[src/design/costas_carrier_recovery_core_macros.svh]
// assertion macros for the costas carrier recovery core
`ifndef COSTAS_CARRIER_RECOVERY_CORE_MACROS_SVH
`define COSTAS_CARRIER_RECOVERY_CORE_MACROS_SVH

`ifndef SYNTH
`define CCR_ASSERT(label, expr) \
  label: assert property (@(posedge clk) disable iff (!rst_n) (expr)) \
    else $error("ccr assertion failed");
`define CCR_ASSERT_NEXT(label, ante, cons) \
  label: assert property (@(posedge clk) disable iff (!rst_n) (ante) |=> (cons)) \
    else $error("ccr assertion failed");
`else
`define CCR_ASSERT(label, expr)
`define CCR_ASSERT_NEXT(label, ante, cons)
`endif

`endif

[src/design/ccr_pkg.sv]
package ccr_pkg;

  localparam int SAMPLE_BITS      = 16;
  localparam int SINCOS_ADDR_BITS = 10;
  localparam int FRAC             = SAMPLE_BITS - 1;
  localparam int QTR_BITS         = SINCOS_ADDR_BITS - 2;
  localparam int QTR_DEPTH        = 1 << QTR_BITS;
  localparam int GAIN_W           = 16;
  localparam int FREQ_W           = 32;
  localparam int PHASE_W          = 32;
  localparam int ERR_W            = SAMPLE_BITS + 1;
  localparam int OPA_W            = (SAMPLE_BITS > GAIN_W + 1) ? SAMPLE_BITS : GAIN_W + 1;
  localparam int PROD_W           = OPA_W + ERR_W;
  localparam int SUM_W            = PROD_W + 1;
  localparam int NF_W             = ((PROD_W > FREQ_W) ? PROD_W : FREQ_W) + 1;
  localparam int CFG_IDX_W        = 3;
  localparam int CFG_DATA_W       = 32;

  // register indexes
  localparam logic [CFG_IDX_W-1:0] REG_PHASE_GAIN     = CFG_IDX_W'(0);
  localparam logic [CFG_IDX_W-1:0] REG_FREQ_GAIN      = CFG_IDX_W'(1);
  localparam logic [CFG_IDX_W-1:0] REG_MAX_FREQ       = CFG_IDX_W'(2);
  localparam logic [CFG_IDX_W-1:0] REG_MIN_FREQ       = CFG_IDX_W'(3);
  localparam logic [CFG_IDX_W-1:0] REG_DETECTOR_ORDER = CFG_IDX_W'(4);

  localparam logic [GAIN_W-1:0]        PHASE_GAIN_RST = GAIN_W'(2048);
  localparam logic [GAIN_W-1:0]        FREQ_GAIN_RST  = GAIN_W'(32);
  localparam logic signed [FREQ_W-1:0] MAX_FREQ_RST   = FREQ_W'(268435456);
  localparam logic signed [FREQ_W-1:0] MIN_FREQ_RST   = FREQ_W'(-268435456);
  localparam logic                     ORDER_RST      = 1'b1;

  // detector order codes
  localparam logic ORDER_BPSK = 1'b0;
  localparam logic ORDER_QPSK = 1'b1;

  typedef logic signed [SAMPLE_BITS-1:0] sample_t;
  typedef logic signed [ERR_W-1:0]       err_t;
  typedef logic signed [PROD_W-1:0]      prod_t;
  typedef logic [FRAC-1:0]               qtr_rom_t [QTR_DEPTH];

  typedef struct packed {
    logic load;
    logic rot1;
    logic rot2;
    logic rot3;
    logic err_mul;
    logic err_fix;
    logic gain;
    logic upd;
  } ccr_cmd_t;

  localparam longint TAYLOR_Q30 [5] = '{
    64'sd1686629713, -64'sd693598668, 64'sd85569306, -64'sd5026995, 64'sd172272
  };

  // quarter-wave sine amplitude at step k of QTR_DEPTH, elaboration only
  function automatic longint sin_amp(input longint k);
    longint t;
    longint t2;
    longint p;
    longint s;
    longint v;
    int     j;
    t  = k <<< (32 - SINCOS_ADDR_BITS);
    t2 = (t * t) >>> 30;
    p  = TAYLOR_Q30[4];
    for (j = 3; j >= 0; j--) begin
      p = TAYLOR_Q30[j] + ((p * t2) >>> 30);
    end
    s = (p * t) >>> 30;
    v = (s + (longint'(1) <<< (29 - FRAC))) >>> (30 - FRAC);
    if (v > (longint'(1) <<< FRAC) - 1) begin
      v = (longint'(1) <<< FRAC) - 1;
    end
    if (v < 0) begin
      v = 0;
    end
    return v;
  endfunction

  function automatic qtr_rom_t build_qtr();
    qtr_rom_t tab;
    longint   v;
    int       k;
    for (k = 0; k < QTR_DEPTH; k++) begin
      v      = sin_amp(longint'(k));
      tab[k] = v[FRAC-1:0];
    end
    return tab;
  endfunction

  localparam qtr_rom_t          QTR_ROM    = build_qtr();
  localparam longint            QTR_FULL_L = sin_amp(longint'(QTR_DEPTH));
  localparam logic [FRAC-1:0]   QTR_FULL   = QTR_FULL_L[FRAC-1:0];

  // full-circle sine from the quarter table
  function automatic sample_t rom_lookup(input logic [SINCOS_ADDR_BITS-1:0] a);
    logic [1:0]          q;
    logic [QTR_BITS-1:0] r;
    logic [QTR_BITS-1:0] idx;
    logic [FRAC-1:0]     mag;
    sample_t             v;
    q   = a[SINCOS_ADDR_BITS-1 -: 2];
    r   = a[QTR_BITS-1:0];
    idx = ~r + QTR_BITS'(1);
    // falling quarters read the table mirrored; their first step is the peak
    if (q[0] && (r == '0)) begin
      mag = QTR_FULL;
    end else if (q[0]) begin
      mag = QTR_ROM[idx];
    end else begin
      mag = QTR_ROM[r];
    end
    v = {1'b0, mag};
    return q[1] ? -v : v;
  endfunction

  localparam logic signed [SUM_W-1:0] RND_HALF = SUM_W'(longint'(1) <<< (FRAC - 1));
  localparam logic signed [SUM_W-1:0] SMP_MAX  = SUM_W'((longint'(1) <<< FRAC) - 1);
  localparam logic signed [SUM_W-1:0] SMP_MIN  = SUM_W'(-(longint'(1) <<< FRAC));

  function automatic sample_t sat_round(input logic signed [SUM_W-1:0] x);
    logic signed [SUM_W-1:0] y;
    y = (x + RND_HALF) >>> FRAC;
    if (y > SMP_MAX) begin
      return {1'b0, {FRAC{1'b1}}};
    end else if (y < SMP_MIN) begin
      return {1'b1, {FRAC{1'b0}}};
    end
    return y[SAMPLE_BITS-1:0];
  endfunction

  localparam prod_t ERR_HI = PROD_W'(longint'(1) <<< FRAC);
  localparam prod_t ERR_LO = PROD_W'(-(longint'(1) <<< FRAC));

  function automatic err_t err_clamp(input prod_t x);
    if (x > ERR_HI) begin
      return ERR_HI[ERR_W-1:0];
    end else if (x < ERR_LO) begin
      return ERR_LO[ERR_W-1:0];
    end
    return x[ERR_W-1:0];
  endfunction

endpackage

[src/design/ccr_ctrl.sv]
module ccr_ctrl
  import ccr_pkg::*;
(
  input  logic     clk,
  input  logic     rst_n,
  input  logic     in_valid,
  output logic     in_stall,
  input  logic     out_stall,
  output logic     out_valid,
  output ccr_cmd_t cmd
);

  typedef enum logic [7:0] {
    ST_IDLE  = 8'b0000_0001,
    ST_ROT1  = 8'b0000_0010,
    ST_ROT2  = 8'b0000_0100,
    ST_ROT3  = 8'b0000_1000,
    ST_ERR   = 8'b0001_0000,
    ST_CLAMP = 8'b0010_0000,
    ST_GAIN  = 8'b0100_0000,
    ST_UPD   = 8'b1000_0000
  } ccr_state_t;

  ccr_state_t state_r;
  ccr_state_t state_nxt;
  logic       out_valid_r;
  logic       out_valid_nxt;
  logic       out_free;

  assign out_free  = !out_valid_r || !out_stall;
  assign in_stall  = (state_r != ST_IDLE);
  assign out_valid = out_valid_r;

  always_comb begin
    state_nxt = state_r;
    cmd       = '0;
    unique case (state_r)
      ST_IDLE: begin
        if (in_valid) begin
          cmd.load  = 1'b1;
          state_nxt = ST_ROT1;
        end
      end
      ST_ROT1: begin
        cmd.rot1  = 1'b1;
        state_nxt = ST_ROT2;
      end
      ST_ROT2: begin
        cmd.rot2  = 1'b1;
        state_nxt = ST_ROT3;
      end
      ST_ROT3: begin
        cmd.rot3  = 1'b1;
        state_nxt = ST_ERR;
      end
      ST_ERR: begin
        cmd.err_mul = 1'b1;
        state_nxt   = ST_CLAMP;
      end
      ST_CLAMP: begin
        cmd.err_fix = 1'b1;
        state_nxt   = ST_GAIN;
      end
      ST_GAIN: begin
        cmd.gain  = 1'b1;
        state_nxt = ST_UPD;
      end
      ST_UPD: begin
        // loop state and result register move together, only once the slot is free
        if (out_free) begin
          cmd.upd   = 1'b1;
          state_nxt = ST_IDLE;
        end
      end
      default: state_nxt = ST_IDLE;
    endcase
  end

  always_comb begin
    out_valid_nxt = out_valid_r;
    if (cmd.upd) begin
      out_valid_nxt = 1'b1;
    end else if (out_valid_r && !out_stall) begin
      out_valid_nxt = 1'b0;
    end
  end

  always_ff @(posedge clk) begin
    if (!rst_n) begin
      state_r     <= ST_IDLE;
      out_valid_r <= 1'b0;
    end else begin
      state_r     <= state_nxt;
      out_valid_r <= out_valid_nxt;
    end
  end

endmodule

[src/design/ccr_datapath.sv]
module ccr_datapath
  import ccr_pkg::*;
(
  input  logic                        clk,
  input  logic                        rst_n,
  input  ccr_cmd_t                    cmd,
  input  logic signed [SAMPLE_BITS-1:0] in_i,
  input  logic signed [SAMPLE_BITS-1:0] in_q,
  input  logic                        cfg_we,
  input  logic [CFG_IDX_W-1:0]        cfg_index,
  input  logic [CFG_DATA_W-1:0]       cfg_data,
  output logic signed [SAMPLE_BITS-1:0] out_i,
  output logic signed [SAMPLE_BITS-1:0] out_q,
  output logic signed [FREQ_W-1:0]    out_freq_estimate
);

  // configuration and loop state
  logic [GAIN_W-1:0]        phase_gain_r, phase_gain_nxt;
  logic [GAIN_W-1:0]        freq_gain_r, freq_gain_nxt;
  logic signed [FREQ_W-1:0] max_freq_r, max_freq_nxt;
  logic signed [FREQ_W-1:0] min_freq_r, min_freq_nxt;
  logic                     order_r, order_nxt;
  logic [PHASE_W-1:0]       phase_acc_r, phase_acc_nxt;
  logic signed [FREQ_W-1:0] freq_acc_r, freq_acc_nxt;

  // working registers
  sample_t xi_r, xi_nxt;
  sample_t xq_r, xq_nxt;
  sample_t sn_r, sn_nxt;
  sample_t cs_r, cs_nxt;
  prod_t   pa_r, pa_nxt;
  prod_t   pb_r, pb_nxt;
  sample_t oi_r, oi_nxt;
  sample_t oq_r, oq_nxt;
  err_t    err_r, err_nxt;
  sample_t res_i_r, res_i_nxt;
  sample_t res_q_r, res_q_nxt;

  logic [SINCOS_ADDR_BITS-1:0] rom_addr;
  logic signed [OPA_W-1:0]     ma_x, mb_x;
  logic signed [ERR_W-1:0]     ma_y, mb_y;
  prod_t                       prod_a, prod_b;
  logic signed [SUM_W-1:0]     rot_sum;
  sample_t                     rot_val;
  err_t                        t_q, t_i;
  logic signed [ERR_W:0]       qpsk_diff;
  err_t                        err_val;
  logic signed [NF_W-1:0]      nf;
  logic signed [NF_W-1:0]      pb_wide;
  logic signed [FREQ_W-1:0]    nf_clamped;
  logic signed [FREQ_W-1:0]    mid_a, mid_b;
  logic signed [FREQ_W:0]      mid_sum;

  assign rom_addr = phase_acc_r[PHASE_W-1 -: SINCOS_ADDR_BITS];

  // two shared multipliers
  always_comb begin
    priority if (cmd.rot1) begin
      ma_x = OPA_W'(xi_r);
      ma_y = ERR_W'(cs_r);
      mb_x = OPA_W'(xq_r);
      mb_y = ERR_W'(sn_r);
    end else if (cmd.rot2) begin
      ma_x = OPA_W'(xq_r);
      ma_y = ERR_W'(cs_r);
      mb_x = OPA_W'(xi_r);
      mb_y = ERR_W'(sn_r);
    end else if (cmd.err_mul) begin
      ma_x = OPA_W'(oi_r);
      ma_y = ERR_W'(oq_r);
      mb_x = '0;
      mb_y = '0;
    end else if (cmd.gain) begin
      ma_x = OPA_W'({1'b0, freq_gain_r});
      ma_y = err_r;
      mb_x = OPA_W'({1'b0, phase_gain_r});
      mb_y = err_r;
    end else begin
      ma_x = '0;
      ma_y = '0;
      mb_x = '0;
      mb_y = '0;
    end
  end

  assign prod_a = ma_x * ma_y;
  assign prod_b = mb_x * mb_y;

  // rotation adder: i uses the sum, q the difference
  assign rot_sum = cmd.rot3 ? (SUM_W'(pa_r) - SUM_W'(pb_r)) : (SUM_W'(pa_r) + SUM_W'(pb_r));
  assign rot_val = sat_round(rot_sum);

  // qpsk detector, zero counts as negative
  assign t_q       = (oi_r > 0) ? ERR_W'(oq_r) : -ERR_W'(oq_r);
  assign t_i       = (oq_r > 0) ? ERR_W'(oi_r) : -ERR_W'(oi_r);
  assign qpsk_diff = (ERR_W + 1)'(t_q) - (ERR_W + 1)'(t_i);
  assign err_val   = (order_r == ORDER_BPSK) ? err_clamp(pa_r >>> FRAC)
                                             : err_clamp(PROD_W'(qpsk_diff));

  // loop update; phase takes the unclamped frequency
  assign nf      = NF_W'(freq_acc_r) + NF_W'(pa_r);
  assign pb_wide = NF_W'(pb_r);

  always_comb begin
    if (nf > NF_W'(max_freq_r)) begin
      nf_clamped = max_freq_r;
    end else if (nf < NF_W'(min_freq_r)) begin
      nf_clamped = min_freq_r;
    end else begin
      nf_clamped = nf[FREQ_W-1:0];
    end
  end

  // midpoint reload after a clamp write
  assign mid_a   = (cfg_index == REG_MAX_FREQ) ? $signed(cfg_data[FREQ_W-1:0]) : max_freq_r;
  assign mid_b   = (cfg_index == REG_MIN_FREQ) ? $signed(cfg_data[FREQ_W-1:0]) : min_freq_r;
  assign mid_sum = (FREQ_W + 1)'(mid_a) + (FREQ_W + 1)'(mid_b);

  always_comb begin
    phase_gain_nxt = phase_gain_r;
    freq_gain_nxt  = freq_gain_r;
    max_freq_nxt   = max_freq_r;
    min_freq_nxt   = min_freq_r;
    order_nxt      = order_r;
    phase_acc_nxt  = phase_acc_r;
    freq_acc_nxt   = freq_acc_r;
    if (cfg_we) begin
      unique case (cfg_index)
        REG_PHASE_GAIN:     phase_gain_nxt = cfg_data[GAIN_W-1:0];
        REG_FREQ_GAIN:      freq_gain_nxt  = cfg_data[GAIN_W-1:0];
        REG_MAX_FREQ: begin
          max_freq_nxt = cfg_data[FREQ_W-1:0];
          freq_acc_nxt = mid_sum[FREQ_W:1];
        end
        REG_MIN_FREQ: begin
          min_freq_nxt = cfg_data[FREQ_W-1:0];
          freq_acc_nxt = mid_sum[FREQ_W:1];
        end
        REG_DETECTOR_ORDER: order_nxt = cfg_data[0];
        default: ;
      endcase
    end
    if (cmd.upd) begin
      phase_acc_nxt = phase_acc_r + nf[PHASE_W-1:0] + pb_wide[PHASE_W-1:0];
      freq_acc_nxt  = nf_clamped;
    end
  end

  always_comb begin
    xi_nxt    = xi_r;
    xq_nxt    = xq_r;
    sn_nxt    = sn_r;
    cs_nxt    = cs_r;
    pa_nxt    = pa_r;
    pb_nxt    = pb_r;
    oi_nxt    = oi_r;
    oq_nxt    = oq_r;
    err_nxt   = err_r;
    res_i_nxt = res_i_r;
    res_q_nxt = res_q_r;
    if (cmd.load) begin
      xi_nxt = in_i;
      xq_nxt = in_q;
      sn_nxt = rom_lookup(rom_addr);
      cs_nxt = rom_lookup(rom_addr + SINCOS_ADDR_BITS'(QTR_DEPTH));
    end
    if (cmd.rot1 || cmd.rot2 || cmd.err_mul || cmd.gain) begin
      pa_nxt = prod_a;
    end
    if (cmd.rot1 || cmd.rot2 || cmd.gain) begin
      pb_nxt = prod_b;
    end
    if (cmd.rot2) begin
      oi_nxt = rot_val;
    end
    if (cmd.rot3) begin
      oq_nxt = rot_val;
    end
    if (cmd.err_fix) begin
      err_nxt = err_val;
    end
    if (cmd.upd) begin
      res_i_nxt = oi_r;
      res_q_nxt = oq_r;
    end
  end

  always_ff @(posedge clk) begin
    if (!rst_n) begin
      phase_gain_r <= PHASE_GAIN_RST;
      freq_gain_r  <= FREQ_GAIN_RST;
      max_freq_r   <= MAX_FREQ_RST;
      min_freq_r   <= MIN_FREQ_RST;
      order_r      <= ORDER_RST;
      phase_acc_r  <= '0;
      freq_acc_r   <= '0;
    end else begin
      phase_gain_r <= phase_gain_nxt;
      freq_gain_r  <= freq_gain_nxt;
      max_freq_r   <= max_freq_nxt;
      min_freq_r   <= min_freq_nxt;
      order_r      <= order_nxt;
      phase_acc_r  <= phase_acc_nxt;
      freq_acc_r   <= freq_acc_nxt;
    end
  end

  always_ff @(posedge clk) begin
    xi_r    <= xi_nxt;
    xq_r    <= xq_nxt;
    sn_r    <= sn_nxt;
    cs_r    <= cs_nxt;
    pa_r    <= pa_nxt;
    pb_r    <= pb_nxt;
    oi_r    <= oi_nxt;
    oq_r    <= oq_nxt;
    err_r   <= err_nxt;
    res_i_r <= res_i_nxt;
    res_q_r <= res_q_nxt;
  end

  assign out_i             = res_i_r;
  assign out_q             = res_q_r;
  assign out_freq_estimate = freq_acc_r;

endmodule

[src/design/costas_carrier_recovery_core.sv]
// costas carrier recovery core, bpsk/qpsk detector, one result per sample
// each taken sample steps through rot1, rot2, rot3, err, clamp, gain and upd; upd registers
//   the result once the last one is taken; no new sample is taken until upd is done, as the
//   phase recurrence runs through the two shared multipliers (rotate, detect, gains)
// reset: synchronous, rst_n low; gains, clamps and order to defaults, phase 0,
//   frequency at the midpoint of the default clamps; no clearing pass
`include "costas_carrier_recovery_core_macros.svh"

module costas_carrier_recovery_core
  import ccr_pkg::*;
(
  input  logic                          clk,
  input  logic                          rst_n,
  input  logic                          in_valid,
  output logic                          in_stall,
  input  logic signed [SAMPLE_BITS-1:0] in_i,
  input  logic signed [SAMPLE_BITS-1:0] in_q,
  output logic                          out_valid,
  input  logic                          out_stall,
  output logic signed [SAMPLE_BITS-1:0] out_i,
  output logic signed [SAMPLE_BITS-1:0] out_q,
  output logic signed [FREQ_W-1:0]      out_freq_estimate,
  input  logic                          cfg_valid,
  output logic                          cfg_ready,
  input  logic [CFG_IDX_W-1:0]          cfg_index,
  input  logic [CFG_DATA_W-1:0]         cfg_data
);

  ccr_cmd_t cmd;
  logic     cfg_we;

  // registers take a request in any cycle
  assign cfg_ready = 1'b1;
  assign cfg_we    = cfg_valid && cfg_ready;

  ccr_ctrl u_ctrl (
    .clk       (clk),
    .rst_n     (rst_n),
    .in_valid  (in_valid),
    .in_stall  (in_stall),
    .out_stall (out_stall),
    .out_valid (out_valid),
    .cmd       (cmd)
  );

  ccr_datapath u_datapath (
    .clk               (clk),
    .rst_n             (rst_n),
    .cmd               (cmd),
    .in_i              (in_i),
    .in_q              (in_q),
    .cfg_we            (cfg_we),
    .cfg_index         (cfg_index),
    .cfg_data          (cfg_data),
    .out_i             (out_i),
    .out_q             (out_q),
    .out_freq_estimate (out_freq_estimate)
  );

  `CCR_ASSERT_NEXT(a_accept_blocks_input, in_valid && !in_stall, in_stall)
  `CCR_ASSERT_NEXT(a_update_shows_result, cmd.upd, out_valid)
  `CCR_ASSERT(a_single_command, $onehot0(cmd))
  `CCR_ASSERT(a_no_result_overwrite, !cmd.upd || !out_valid || !out_stall)

endmodule

[config.mk]
export PLATFORM = sky130hd
export DESIGN_NAME = costas_carrier_recovery_core
export DESIGN_NICKNAME = d
export VERILOG_FILES = /design/src/design/ccr_pkg.sv /design/src/design/ccr_ctrl.sv /design/src/design/ccr_datapath.sv /design/src/design/costas_carrier_recovery_core.sv
export VERILOG_INCLUDE_DIRS = /design/src /design/src/design
export SDC_FILE = /design/constraint.sdc
export NUM_CORES = 2
export LEC_CHECK = 0
export BUFFER_PORTS_ARGS = -buffer_cell sky130_fd_sc_hd__buf_4
export CELL_PAD_IN_SITES_DETAIL_PLACEMENT = 0
export CELL_PAD_IN_SITES_GLOBAL_PLACEMENT = 1
export CORE_AREA = 2 2 363 365
export CTS_CLUSTER_SIZE = 24
export DETAILED_ROUTE_END_ITERATION = 10
export DIE_AREA = 0 0 365 367
export HOLD_SLACK_MARGIN = 0.15
export PLACE_DENSITY_LB_ADDON = 0.1
export SETUP_SLACK_MARGIN = 0.5
export SLEW_MARGIN = 20
export SYNTH_ARGS = -nofsm -noshare
export SYNTH_HDL_FRONTEND = slang
export SYNTH_SLANG_ARGS = --single-unit
[constraint.sdc]
create_clock -name clk -period 12.1 [get_ports clk]
set_input_delay 1.21 -clock clk [delete_from_list [all_inputs] [get_ports clk]]
set_output_delay 1.21 -clock clk [all_outputs]
set_load 0.005 [all_outputs]
==> reports/metrics.csv <==
stage,metric,value,unit
outcome,status,"complete, no violations",
cts,clock_latency,0.67,ns
power,p_per_area,76.4,nW/um^2
cts,h-tree-depth,2,
synthesis,netlist.area_leader.share,21.6,%
cells_and_area,multi_input_area,43600,um^2
cts,clk_root_buffer_cell,clkbuf_16,
cells_and_area,antenna_cells,0,
placement,io_buffers,137,
timing,setup-tns-final,0,ns
critical_path,cp_num_buf_inv,7,
placement,pre_cts_slack,3.09,ns
critical_path,path_class,register to register,
critical_path,max_stage_delay,0.58,ns
die,ioPinCount,139,
power,p_sw,1830,uW
power,swShare,38.2,%
synthesis,async_reset_ff_share,0,%
synthesis,synth-seq-area-share,16.8,%
synthesis,muxShareOfSynthArea,3.46,%
synthesis,yosysMostFrequentCell,inv_1,
synthesis,ys_types,107,
power,p_seq_share,31.9,%
die,dieArea,134000,um^2
routing,drt_first_pass_iters,9,
cts,cts.reportedPaths.clkPinSlew,0.07,ns
cts,cts_tree,done,
die,core,130000,um^2
critical_path,worst-path-max-fanout,45,
cells_and_area,regArea,9810,um^2
power,pwr-share-comb,33.8,%
synthesis,ys_warn_count,0,
synthesis,synthDominantAreaCellType,fa_1,
flow_run,max_cap_viol_count,0,
routing,antenna_left,0,
critical_path,start_kind,register,
synthesis,synth_xor_area_share,4.32,%
synthesis,yosys.area_share.simple,16.8,%
cts,clockBufferDepth,3,
timing,fin_crit_sh,75.3,%
timing,fin_skew,0.0567,ns
power,p_leak,0.0279,uW
critical_path,cp.arrival,9.48,ns
synthesis,ys_seq_elements,383,
cts,hold_buffers,0,
critical_path,cp-end-kind,register,
cts,cts_buffers,51,
critical_path,r2r_end,u_datapath.pa_r[33],
routing,wl_per_cell,26.4,um
critical_path,r2r_start,u_ctrl.state_r[2],
routing,drt_wl_total,230000,um
synthesis,avgSynthCellArea,8.30,um^2
synthesis,synth_fp_nets,8151,
routing,drc,0,
synthesis,syn-instance-count,7026,
synthesis,synth_compound_area_share,19.3,%
synthesis,synth_edf_count,213,
cells_and_area,fillers,13000,
grt,grt_pass1_wl,341000,um
min_path,whs_endpoint,u_datapath.phase_acc_r[6],
power,clock_power_share,34.3,%
timing,tightest_slew,1.14,ns
routing,vias,53200,
routing,viasPerCell,6.09,
placement,place_congestion,0.969,
cells_and_area,layout-drive-gt1-share,6.97,%
critical_path,crit_top_cell,fa_1,
power,ir_worst_vdd,0.0000928,V
synthesis,yosys.area_share.adder,30.7,%
timing,fin_crit,9.11,ns
timing,max_freq,0.110,GHz
cells_and_area,fin_nets,8055,
grt,grt_pass1_vias,51600,
synthesis,netlist_top_cells_count,"897 x inv_1, 755 x nand2_1, 656 x nor2_1",
synthesis,synth_flop_cell,edfxtp_1,
die,fp.dieW,365,um
min_path,hp-start,u_datapath.phase_acc_r[6],
timing,rsz0062_at_grt,no,
critical_path,crit_family,adder cells,
power,internal_power,2960,uW
min_path,min_path_cells,2,
critical_path,reg2regPathDepth,33,
timing,setup_viol,0,
timing,setup_slack,2.99,ns
routing,drtIter0Drc,5490,
critical_path,reg2reg_slack,2.99,ns
grt,antenna_found_initial,5,
cts,ctsResizeCount,0,
cells_and_area,syn2layout_area_growth,7.41,%
critical_path,crit_required,12.47,ns
placement,dp.final_hpwl,179000,um
timing,drv_slew,0,
min_path,hold_path.class,register to register,
synthesis,synth_area,58300,um^2
die,start_util,44.7,%
cells_and_area,fin_util,48.0,%
grt,globalRouteTotalUtil,34.0,%
cts,cts_setup_buffers,0,
grt,grt_max_degree,88,
timing,finalHoldViolCount,0,
timing,slew_headroom,23.3,%
die,die_h,367,um
critical_path,cpMaxStageDelayCell,fa_1,
die,rows,133,
synthesis,yosys-top-cells-area,"fa_1 22%, edfxtp_1 11%, ha_1 9.1%, dfxtp_1 5.8%, inv_1 5.8%",
cts,clkSinkCount,383,
synthesis,synth_top_family_by_area,adder cells,
grt,overflow,0,
## worst reg2reg max path, delay by kind of cell, from the launching register on
kind,cells,cell delay (ns)
compound gates,9,2.06
xor+xnor,1,0.08
fa+ha+maj,7,3.53
buf+inv,7,1.37
flops,1,0.37
simple gates,9,1.49
## flip-flops by register name, indices dropped and copies added (netlist names), 17 cells and up
name,count
u_datapath.err_r,17
u_datapath.max_freq_r,32
u_datapath.min_freq_r,32
u_datapath.out_freq_estimate,32
u_datapath.pa_r,34
u_datapath.pb_r,34
u_datapath.phase_acc_r,32
## final cells by class
type,instances,area share [%]
Sequential cell,383,15.7
Timing Repair Buffer,241,2.89
Tap cell,1755,3.51
Multi-Input combinational cell,5351,69.7
Clock inverter,32,0.711
Clock buffer,60,2.14
Inverter,902,5.41
## worst max-delay path by stage
stage,cells past startpoint,end,start
floorplan,32,u_datapath.pa_r[32],u_ctrl.state_r[4]
global placement,32,u_datapath.pa_r[32],u_ctrl.state_r[6]
detailed placement,32,u_datapath.pa_r[32],u_ctrl.state_r[4]
CTS,32,u_datapath.pa_r[32],u_ctrl.state_r[4]
global route,31,u_datapath.pa_r[32],u_ctrl.state_r[5]
finish,33,u_datapath.pa_r[33],u_ctrl.state_r[2]
## power groups by stage
stage	Clock (uW)	Combinational [uW]	Sequential [uW]
after floorplan	0	1070	1500
after global placement	0	1570	1550
after detailed placement	0	1580	1550
after CTS	1660	1580	1520
after global routing	1710	1740	1530
final	1640	1620	1530
## metal layers
metal	routed length [um]	vias to the layer above	GRT usage, %	share of wire, %
li1	-	23800	-	-
met1	96200	26400	46.5	42
met2	104000	2380	53.5	45
met3	18100	499	4.86	7.8
met4	12200	0	14.9	5.3
met5	0	-	0	0
## cells in the final DEF (no fill, tap or decap), types with 107 or more instances in the layout
cell type | netlist | final
a21oi_1 | 382 | 378
buf_4 | 10 | 241
dfxtp_1 | 170 | 165
edfxtp_1 | 213 | 213
fa_1 | 628 | 628
ha_1 | 425 | 422
inv_1 | 897 | 895
mux2i_1 | 108 | 108
nand2_1 | 755 | 754
nand3_1 | 107 | 107
nor2_1 | 656 | 654
nor2b_1 | 125 | 125
nor3_1 | 120 | 119
o21ai_0 | 352 | 352
xnor2_1 | 204 | 200
## metrics by stage
stage,total power [uW],std cells,instance area [um^2],hold slack [ns]
after floorplan,2570,7026,58300,0.441
after global placement,3120,8630,60800,0.448
after detailed placement,3120,8631,60800,0.457
after CTS,4770,8723,62600,0.464
after global routing,4980,8724,62600,0.485
final,4780,8724,62600,0.463
## cell families (layout without fill, tap and decap cells)
| group | Yosys count | after routing |
|---|---|---|
| compound gates | 1697 | 1697 |
| xor+xnor | 283 | 283 |
| fa+ha+maj | 1054 | 1054 |
| buf+inv | 1292 | 1235 |
| flops | 383 | 383 |
| mux | 170 | 170 |
| other cells | 1 | 1 |
| simple gates | 2146 | 2146 |
Note: power is estimated with default switching activity, not from simulation.
